`src/rtl/core/tccw_pkg.sv`:
```
// Package for the text console cursor writer: screen geometry, field widths,
// control character codes and the structs passed between the core modules.
// Depends on nothing; every other file of the block imports it.
package tccw_pkg;

	localparam int SCREEN_WIDTH  = 80;
	localparam int SCREEN_HEIGHT = 25;
	localparam int TAB_STOP      = 8;

	localparam int COL_W   = 7;
	localparam int ROW_W   = 5;
	localparam int CHAR_W  = 8;
	localparam int ATTR_W  = 8;
	localparam int IDX_W   = 11;
	localparam int VAL_W   = 16;
	localparam int WIDE_W  = 8;
	localparam int PROD_W  = 13;

	localparam logic [ATTR_W-1:0] TEXT_COLOR_RESET = 8'h07;

	localparam logic CMD_PUT = 1'b0;
	localparam logic CMD_SET = 1'b1;

	localparam logic [CHAR_W-1:0] CH_BACKSPACE = 8'h08;
	localparam logic [CHAR_W-1:0] CH_TAB       = 8'h09;
	localparam logic [CHAR_W-1:0] CH_LF        = 8'h0A;
	localparam logic [CHAR_W-1:0] CH_CR        = 8'h0D;

	typedef struct packed {
		logic              cmd;
		logic [CHAR_W-1:0] char_code;
		logic [COL_W-1:0]  new_col;
		logic [ROW_W-1:0]  new_row;
	} tccw_cmd_t;

	typedef struct packed {
		logic             write_enable;
		logic [IDX_W-1:0] cell_index;
		logic [VAL_W-1:0] cell_value;
		logic [COL_W-1:0] cursor_col;
		logic [ROW_W-1:0] cursor_row;
	} tccw_result_t;

endpackage

```
`src/rtl/core/tccw_cursor_logic.sv`:
```
// Combinational cursor update and cell write for one command.
// Depends on tccw_pkg for geometry, character codes and the command/result structs.
module tccw_cursor_logic
	import tccw_pkg::*;
(
	input  tccw_cmd_t          command,
	input  logic [COL_W-1:0]   cur_col,
	input  logic [ROW_W-1:0]   cur_row,
	input  logic [ATTR_W-1:0]  text_color,
	output tccw_result_t       result
);

	logic [WIDE_W-1:0] col_inc;
	logic [WIDE_W-1:0] col_tab;
	logic [WIDE_W-1:0] row_inc;
	logic [ROW_W-1:0]  row_next_line;
	logic [PROD_W-1:0] prod;

	assign col_inc = WIDE_W'(cur_col) + WIDE_W'(1);
	assign col_tab = (WIDE_W'(cur_col) + WIDE_W'(TAB_STOP)) & ~WIDE_W'(TAB_STOP - 1);
	assign row_inc = WIDE_W'(cur_row) + WIDE_W'(1);
	assign row_next_line = (row_inc >= WIDE_W'(SCREEN_HEIGHT)) ? '0 : row_inc[ROW_W-1:0];
	assign prod = PROD_W'(cur_row) * PROD_W'(SCREEN_WIDTH) + PROD_W'(cur_col);

	always_comb begin
		result.write_enable = 1'b0;
		result.cell_index   = '0;
		result.cell_value   = '0;
		result.cursor_col   = cur_col;
		result.cursor_row   = cur_row;
		if (command.cmd == CMD_SET) begin
			result.cursor_col = (WIDE_W'(command.new_col) > WIDE_W'(SCREEN_WIDTH - 1)) ?
				COL_W'(SCREEN_WIDTH - 1) : command.new_col;
			result.cursor_row = (WIDE_W'(command.new_row) > WIDE_W'(SCREEN_HEIGHT - 1)) ?
				ROW_W'(SCREEN_HEIGHT - 1) : command.new_row;
		end else begin
			case (command.char_code)
				CH_BACKSPACE: begin
					if (cur_col != '0) begin
						result.cursor_col = cur_col - COL_W'(1);
					end
				end
				CH_TAB: begin
					if (col_tab >= WIDE_W'(SCREEN_WIDTH)) begin
						result.cursor_col = '0;
						result.cursor_row = row_next_line;
					end else begin
						result.cursor_col = col_tab[COL_W-1:0];
					end
				end
				CH_CR: begin
					result.cursor_col = '0;
				end
				CH_LF: begin
					result.cursor_col = '0;
					result.cursor_row = row_next_line;
				end
				default: begin
					result.write_enable = 1'b1;
					result.cell_index   = prod[IDX_W-1:0];
					result.cell_value   = {text_color, command.char_code};
					if (col_inc >= WIDE_W'(SCREEN_WIDTH)) begin
						result.cursor_col = '0;
						result.cursor_row = row_next_line;
					end else begin
						result.cursor_col = col_inc[COL_W-1:0];
					end
				end
			endcase
		end
	end

endmodule

```
`src/rtl/core/text_console_cursor_writer.sv`:
```
// Top level of the text console cursor writer: input register, cursor state,
// color register and result register. Depends on tccw_pkg and tccw_cursor_logic.
// A command is taken into the input register, updated by the cursor logic and presented from the result register.
// Throughput: one command per cycle while out_stall is low, set by the single cursor update stage.
// Reset: arst_n clears both valid flags and the cursor to column 0, row 0,
// and loads the text color with 7.
module text_console_cursor_writer
	import tccw_pkg::*;
(
	input  logic              clk,
	input  logic              arst_n,
	input  logic              in_valid,
	output logic              in_stall,
	input  logic              cmd,
	input  logic [CHAR_W-1:0] char_code,
	input  logic [COL_W-1:0]  new_col,
	input  logic [ROW_W-1:0]  new_row,
	input  logic              cfg_we,
	input  logic [ATTR_W-1:0] cfg_data,
	output logic              out_valid,
	input  logic              out_stall,
	output logic              write_enable,
	output logic [IDX_W-1:0]  cell_index,
	output logic [VAL_W-1:0]  cell_value,
	output logic [COL_W-1:0]  cursor_col,
	output logic [ROW_W-1:0]  cursor_row
);

	logic         valid_s1;
	tccw_cmd_t    cmd_s1;
	logic         valid_s2;
	tccw_result_t result_s2;
	tccw_result_t result_next;
	logic [COL_W-1:0]  col_q;
	logic [ROW_W-1:0]  row_q;
	logic [ATTR_W-1:0] text_color_q;
	logic advance;
	logic take_in;

	assign advance  = valid_s1 && (!valid_s2 || !out_stall);
	assign in_stall = valid_s1 && !advance;
	assign take_in  = in_valid && !in_stall;

	tccw_cursor_logic u_cursor_logic (
		.command    (cmd_s1),
		.cur_col    (col_q),
		.cur_row    (row_q),
		.text_color (text_color_q),
		.result     (result_next)
	);

	always_ff @(posedge clk or negedge arst_n) begin
		if (!arst_n) begin
			valid_s1     <= 1'b0;
			valid_s2     <= 1'b0;
			col_q        <= '0;
			row_q        <= '0;
			text_color_q <= TEXT_COLOR_RESET;
		end else begin
			if (cfg_we) begin
				text_color_q <= cfg_data;
			end
			if (take_in) begin
				valid_s1 <= 1'b1;
			end else if (advance) begin
				valid_s1 <= 1'b0;
			end
			if (advance) begin
				valid_s2 <= 1'b1;
				col_q    <= result_next.cursor_col;
				row_q    <= result_next.cursor_row;
			end else if (!out_stall) begin
				valid_s2 <= 1'b0;
			end
		end
	end

	always_ff @(posedge clk) begin
		if (take_in) begin
			cmd_s1 <= '{cmd: cmd, char_code: char_code, new_col: new_col, new_row: new_row};
		end
		if (advance) begin
			result_s2 <= result_next;
		end
	end

	assign out_valid    = valid_s2;
	assign write_enable = result_s2.write_enable;
	assign cell_index   = result_s2.cell_index;
	assign cell_value   = result_s2.cell_value;
	assign cursor_col   = result_s2.cursor_col;
	assign cursor_row   = result_s2.cursor_row;

	assert property (@(posedge clk) disable iff (!arst_n)
		WIDE_W'(col_q) < WIDE_W'(SCREEN_WIDTH) && WIDE_W'(row_q) < WIDE_W'(SCREEN_HEIGHT))
		else $error("Cursor left the screen.");

	assert property (@(posedge clk) disable iff (!arst_n)
		out_valid && !write_enable |-> cell_index == '0 && cell_value == '0)
		else $error("Result without a cell write carries a nonzero cell.");

	assert property (@(posedge clk) disable iff (!arst_n)
		advance |=> col_q == cursor_col && row_q == cursor_row)
		else $error("Cursor state differs from the presented result.");

	assert property (@(posedge clk) disable iff (!arst_n)
		in_stall |-> valid_s1 && valid_s2 && out_stall)
		else $error("Input stalled without a full pipeline.");

endmodule
```
`config.mk`:
```
export PLATFORM = sky130hd
export DESIGN_NAME = text_console_cursor_writer
export DESIGN_NICKNAME = d
export VERILOG_FILES = /design/src/rtl/core/tccw_pkg.sv /design/src/rtl/core/tccw_cursor_logic.sv /design/src/rtl/core/text_console_cursor_writer.sv
export SDC_FILE = /design/constraint.sdc
export NUM_CORES = 1
export LEC_CHECK = 0
export ABC_AREA = 1
export ABC_CLOCK_PERIOD_IN_PS = 2600
export BUFFER_PORTS_ARGS = -buffer_cell sky130_fd_sc_hd__buf_2
export CORE_MARGIN = 8
export CORE_UTILIZATION = 56
export DETAILED_ROUTE_END_ITERATION = 16
export HOLD_SLACK_MARGIN = 0.05
export PLACE_DENSITY = 0.8
export SLEW_MARGIN = 15
export SYNTH_ARGS = -nofsm -noshare
export SYNTH_HDL_FRONTEND = slang
export SYNTH_SLANG_ARGS = --single-unit
```
`constraint.sdc`:
```
create_clock -name clk -period 2.6 [get_ports clk]
set_clock_uncertainty 0.1 [all_clocks]
set_input_delay 0.26 -clock clk [delete_from_list [all_inputs] [get_ports clk]]
set_output_delay 0.26 -clock clk [all_outputs]
set_load 0.02 [all_outputs]
```
### Word-level counts from Yosys, hierarchy flattened

Index checks and enable logic that the tools add are counted.

* reduce and logical (&&, ||, !) cells: 14
* muxes and demuxes: 16
* equality and inequality tests: 5
* order comparisons: 5
* add/subtract/negate cells: 5
* multiply operators: 1

Operators with widths (count)
* 8-bit by 4-bit == test with 1-bit output, second input constant: 4
* 28-bit 2-to-1 mux: 1
* 7-bit 2-to-1 mux: 4
* 7-bit one-hot mux with 3 select lines: 1
* 5-bit 2-to-1 mux: 4
* 8-bit by 7-bit >= comparator with 1-bit output, second input constant: 2
* 5-bit one-hot mux with 3 select lines: 1
* 12-bit 2-to-1 mux: 1
* 11-bit by 7-bit adder with 11-bit output: 1
* 7-bit by 1-bit adder with 8-bit output, second input constant: 1
* 7-bit by 4-bit adder with 8-bit output, second input constant: 1
* 8-bit by 5-bit >= comparator with 1-bit output, second input constant: 1
* 7-bit greater-than comparator, second input constant: 1
* 5-bit by 3-bit multiplier with 7-bit output, second input constant: 1
* 7-bit nonzero test: 1
* 7-bit by 1-bit subtractor with 7-bit output, second input constant: 1
* 5-bit by 1-bit adder with 6-bit output, second input constant: 1
* 5-bit greater-than comparator, second input constant: 1
* 5-bit OR reduction: 1
* 1-bit zero test: 4
* 1-bit 2-to-1 mux: 4
* 2-bit OR reduction: 2
* 4-bit OR reduction: 1
* 1-bit logical AND: 3
* other kinds (3): 3

* input bits: 34
* output and inout bits: 42
* register bits: 83

### Longest topological paths before layout

* depth after elaboration: 8
* mapped depth: 15

### Modules after synthesis

A second synthesis with hierarchy kept.

* cell total of the unflattened synthesis: 454
* area total of the unflattened synthesis: 4295.4 um^2

By module, submodules not included
* text_console_cursor_writer: cells each 156, area each 2705.1 um^2, times used 1, sequential area each 2386.0 um^2
* tccw_cursor_logic: cells each 298, area each 1590.3 um^2, times used 1, sequential area each 0.0 um^2

### Least setup slack after synthesis

Ideal clock, no wire load.

* kind: reg-to-reg
* from: reg row_q[1]
* to: reg result_s2 (netlist bit cell_index[10]), data pin
* clock period less this slack: 2265 ps
* data required time: 2245 ps
* library setup time: 255 ps
* buffers on the path: 0
* data arrival time: 1910 ps
* setup slack: 335 ps
* stages on the path, launching flop included: 10
* cells stage by stage: dfrtp_1 -> ha_1 -> ha_1 -> fa_1 -> nand2_1 -> nor2_1 -> nand2_1 -> xor2_1 -> inv_1 -> nor2_1

* cells in the longest elaborated chain, start to end: 2

Ends and longest elaborated chain
* start: declaration: RTL line text_console_cursor_writer.sv:35 `logic [ROW_W-1:0] row_q;`
* start signal: assignment: RTL line text_console_cursor_writer.sv:71 `row_q <= result_next.cursor_row;`
* 5-bit by 3-bit multiplier with 7-bit output: RTL line tccw_cursor_logic.sv:23 `assign prod = PROD_W'(cur_row) * PROD_W'(SCREEN_WIDTH) + PROD_W'(cur_col);`
* 11-bit by 7-bit adder with 11-bit output: RTL line tccw_cursor_logic.sv:23
* end signal: assignment: RTL line text_console_cursor_writer.sv:83 `result_s2 <= result_next;`
* end: declaration: RTL line text_console_cursor_writer.sv:32 `tccw_result_t result_s2;`

Every way passes these cells.
A chain may end at the register's enable or synchronous reset.

### Worst setup path after layout

Same ends and word-level chain as after synthesis.

==> impl_metrics.json <==
{
  "critPathRequiredTime_ns": 2.61,
  "grt_setup_unrepaired": "no",
  "synth-edff-count": 61,
  "groute.usage.overall_pct": 19.78,
  "tritoncts": "done",
  "min_delay_path_depth": 3,
  "core_area_um2": 7687,
  "via_per_inst": 5.117,
  "startpoint_type": "flip-flop",
  "crit_fanout": 8,
  "critical_path_s_slowest_cell": "sky130_fd_sc_hd__fa_1",
  "final_antenna_violating_net_count": 0,
  "via_total_after_detailed_routing": 3485,
  "postCtsSetupRepairBufs": 0,
  "synthFlopType": "sky130_fd_sc_hd__edfxtp_1",
  "synth.ff_latch_count": 83,
  "final.min_clock_period_ns": 2.439,
  "power.leakage_nw": 2.564,
  "timing.setup.critical_path_class": "reg -> reg",
  "drive_above_1_share_pct": 23.66,
  "yosys_warnings": 0,
  "detail_route.first_pass.iterations": 4,
  "synth_top_cells_by_area": "sky130_fd_sc_hd__edfxtp_1, sky130_fd_sc_hd__dfrtp_1, sky130_fd_sc_hd__nand2_1, sky130_fd_sc_hd__ha_1, sky130_fd_sc_hd__inv_1",
  "crit_chain": "ha_1 -> ha_1 -> fa_1 -> nand2_1 -> nor2_1 -> nand2_1 -> xor2_1 -> inv_1 -> nor2_1",
  "synth.cells.most_frequent": "sky130_fd_sc_hd__nand2_1, sky130_fd_sc_hd__edfxtp_1, sky130_fd_sc_hd__inv_1, sky130_fd_sc_hd__nor2_1, sky130_fd_sc_hd__nand3_1",
  "timing.final.hold_violations": 0,
  "number_of_buffers_inserted_during_clock_tree_synthesis": 9,
  "yosysMostFrequentCell": "sky130_fd_sc_hd__nand2_1",
  "placement.io_buffers": 75,
  "sum_of_negative_setup_slack_ns": 0,
  "synth.cell_area_um2": 4409,
  "setup.reg_to_reg.worst_slack_ns": 0.16,
  "cpPeakStageDelay_ns": 0.55,
  "maxSlewHeadroom_pct": 49.19,
  "netlist_instances": 463,
  "post-layout-total-power_w": 0.004640,
  "final_antenna_diode_count": 0,
  "placementRows": 32,
  "clock_transition_at_the_register_clock_pins_on_the_worst_setup_and_hold_paths_after_cts_ns": 0.09,
  "peakVddDrop_uv": 518.6,
  "die_height_um": 104.7,
  "report.final.setup_viol": 0,
  "globalplace.congestion": 0.9485,
  "dpl.hpwl_um": 6942,
  "max_cap_check_violation_count": 0,
  "flow.area_growth_from_synthesis_pct": 22.87,
  "ys_types": 37,
  "boundaryPins": 76,
  "die-area_um2": 10970,
  "detail_route.drc_violations": 0,
  "synth_nets": 516,
  "placedCellCount": 635,
  "ys_async_sr_fraction_pct": 26.51,
  "final.period_utilization_pct": 93.82,
  "worst_hold_class": "in -> reg",
  "first_global_vias": 3662,
  "grt_start_max_net_pins": 34,
  "globalRouteOverflowTotal": 0,
  "avgSynthCellArea_um2": 9.523,
  "die_w_um": 104.7,
  "rr_worst_depth": 9,
  "route.detailed.wl_per_inst_um": 15.58,
  "power_density_nw_per_um2": 856.5,
  "clock_tree.buffer_depth": 2,
  "utilization_pct": 70.48,
  "synth.largest_area_cell": "sky130_fd_sc_hd__edfxtp_1",
  "antenna_found_initial": 0,
  "run_status": "completed",
  "seq_area_frac_synth_pct": 54.11,
  "floorplan.initialDensity_pct": 57.36,
  "postRouteWirelength_um": 10610,
  "h_tree_depth": 3,
  "clock_tree.root_cell": "sky130_fd_sc_hd__clkbuf_8",
  "grt_pass1_wl_um": 17470,
  "worst_ep_arrival_time_ns": 2.45,
  "stdcell_count": 681,
  "maxSlewViolCount": 0,
  "clock_latency_on_the_worst_skew_pair_ns": 0.37,
  "synthDominantCellAreaShare_pct": 41.54,
  "drt_iter0_drc": 234,
  "clock-sinks": 83,
  "design.final.nets": 627,
  "timing.fmax_mhz": 410.0,
  "timing_worst_slew_pin_value_ns": 0.7614,
  "crit_path_end_kind": "flip-flop"
}
-- path summary, 6_finish.rpt --
check / to / startpoint
min: out_valid$_DFFE_PN0P_ / out_stall
max in group asynchronous: row_q[1]$_DFFE_PN0P_ / arst_n
min in group asynchronous: col_q[1]$_DFFE_PN0P_ / arst_n
max reg2reg: cell_index[10]$_SDFFCE_PP0P_ / row_q[1]$_DFFE_PN0P_
max: cell_index[10]$_SDFFCE_PP0P_ / row_q[1]$_DFFE_PN0P_
min reg2reg: text_color_q[1]$_DFFE_PN1P_ / text_color_q[1]$_DFFE_PN1P_
-- flip-flops by register name (all words and copies together), names as in the netlist --
signal        count
cell_value       16
col_q             7
cursor_row        5
text_color_q      8
cell_index       11
valid_s1          1
cursor_col        7
row_q             5
cmd_s1           21
write_enable      1
out_valid         1
-- per-layer routing --
| layer | part of all wire [%] | up-vias | GRT usage (%) |
|---|---|---|---|
| met5 | 0 | - | 0 |
| met4 | 1.9 | 0 | 10.40 |
| met1 | 40 | 1630 | 22.26 |
| li1 | - | 1726 | - |
| met3 | 6.7 | 18 | 4.423 |
| met2 | 51 | 111 | 34.34 |
-- metrics by stage --
step	cell area [um^2]	hold WS [ns]	worst slack, ns
global route	5418	0.1342	0.02538
CTS	5416	0.09046	0.1601
detailed placement	4883	0.1835	0.1671
finish	5418	0.09382	0.1607
floorplan	4409	-0.1356	0.3348
global placement	4883	0.1696	0.2447
-- critical path, delay by kind of cell (launching register included) --
kind / cells / cell delay [ns]
buf+inv: 1 / 0.06
simple gates: 4 / 0.27
xor+xnor: 1 / 0.16
flops: 1 / 0.48
fa+ha+maj: 3 / 1.11
-- repair_timing --
action / in CTS / in global routing
setup endpoints to repair: 0 / 1
hold buffers: 30 / 0
endpoints found under the hold margin: 48 / 0
gates resized for setup: 0 / 1
-- placed cells by master, fill, tap and decap left out, types with 3 or more instances in the layout --
cell type,instances
sky130_fd_sc_hd__dlygate4sd3_1,30
sky130_fd_sc_hd__nand3_1,30
sky130_fd_sc_hd__buf_2,75
sky130_fd_sc_hd__dfstp_2,3
sky130_fd_sc_hd__nor2_4,4
sky130_fd_sc_hd__a21oi_1,7
sky130_fd_sc_hd__inv_1,53
sky130_fd_sc_hd__dfrtp_1,18
sky130_fd_sc_hd__nor2_1,44
sky130_fd_sc_hd__o22ai_1,3
sky130_fd_sc_hd__nand2_1,126
sky130_fd_sc_hd__nor3_1,6
sky130_fd_sc_hd__nand3b_1,3
sky130_fd_sc_hd__buf_4,6
sky130_fd_sc_hd__inv_2,7
sky130_fd_sc_hd__nand3_2,8
sky130_fd_sc_hd__o21ai_1,3
sky130_fd_sc_hd__edfxtp_1,61
sky130_fd_sc_hd__xor2_1,11
sky130_fd_sc_hd__nand4_1,6
sky130_fd_sc_hd__clkbuf_8,10
sky130_fd_sc_hd__ha_1,17
sky130_fd_sc_hd__o21ai_0,18
sky130_fd_sc_hd__nand2_2,5
-- layout make-up --
cell class / instances / area [um^2]
fill: 575 / 2270
sequential: 83 / 2387
inverter: 61 / 231.5
timing repair buffer: 111 / 720.7
tap: 102 / 127.6
multi-input combinational: 308 / 1718
clock inverter: 6 / 95.09
clock buffer: 10 / 137.6
-- cells by family (layout without fill, tap and decap cells) --
logic type	count (synthesis)	in the layout	synth area share, %
xor+xnor	14	14	3.207
simple gates	241	241	25.88
fa+ha+maj	19	19	5.732
buf+inv	72	188	6.924
flops	83	83	54.11
compound gates	34	34	4.143
-- power by group --
part | switching [W] | total [W] | internal (W) | leakage [nW]
clock network | 0.000500 | 0.00108 | 0.000577 | 0.117
registers | 0.000178 | 0.00187 | 0.00169 | 0.857
logic | 0.00107 | 0.00169 | 0.000618 | 1.59
total | 0.00175 | 0.00464 | 0.00289 | 2.56
(Power assumes the default switching activity.)
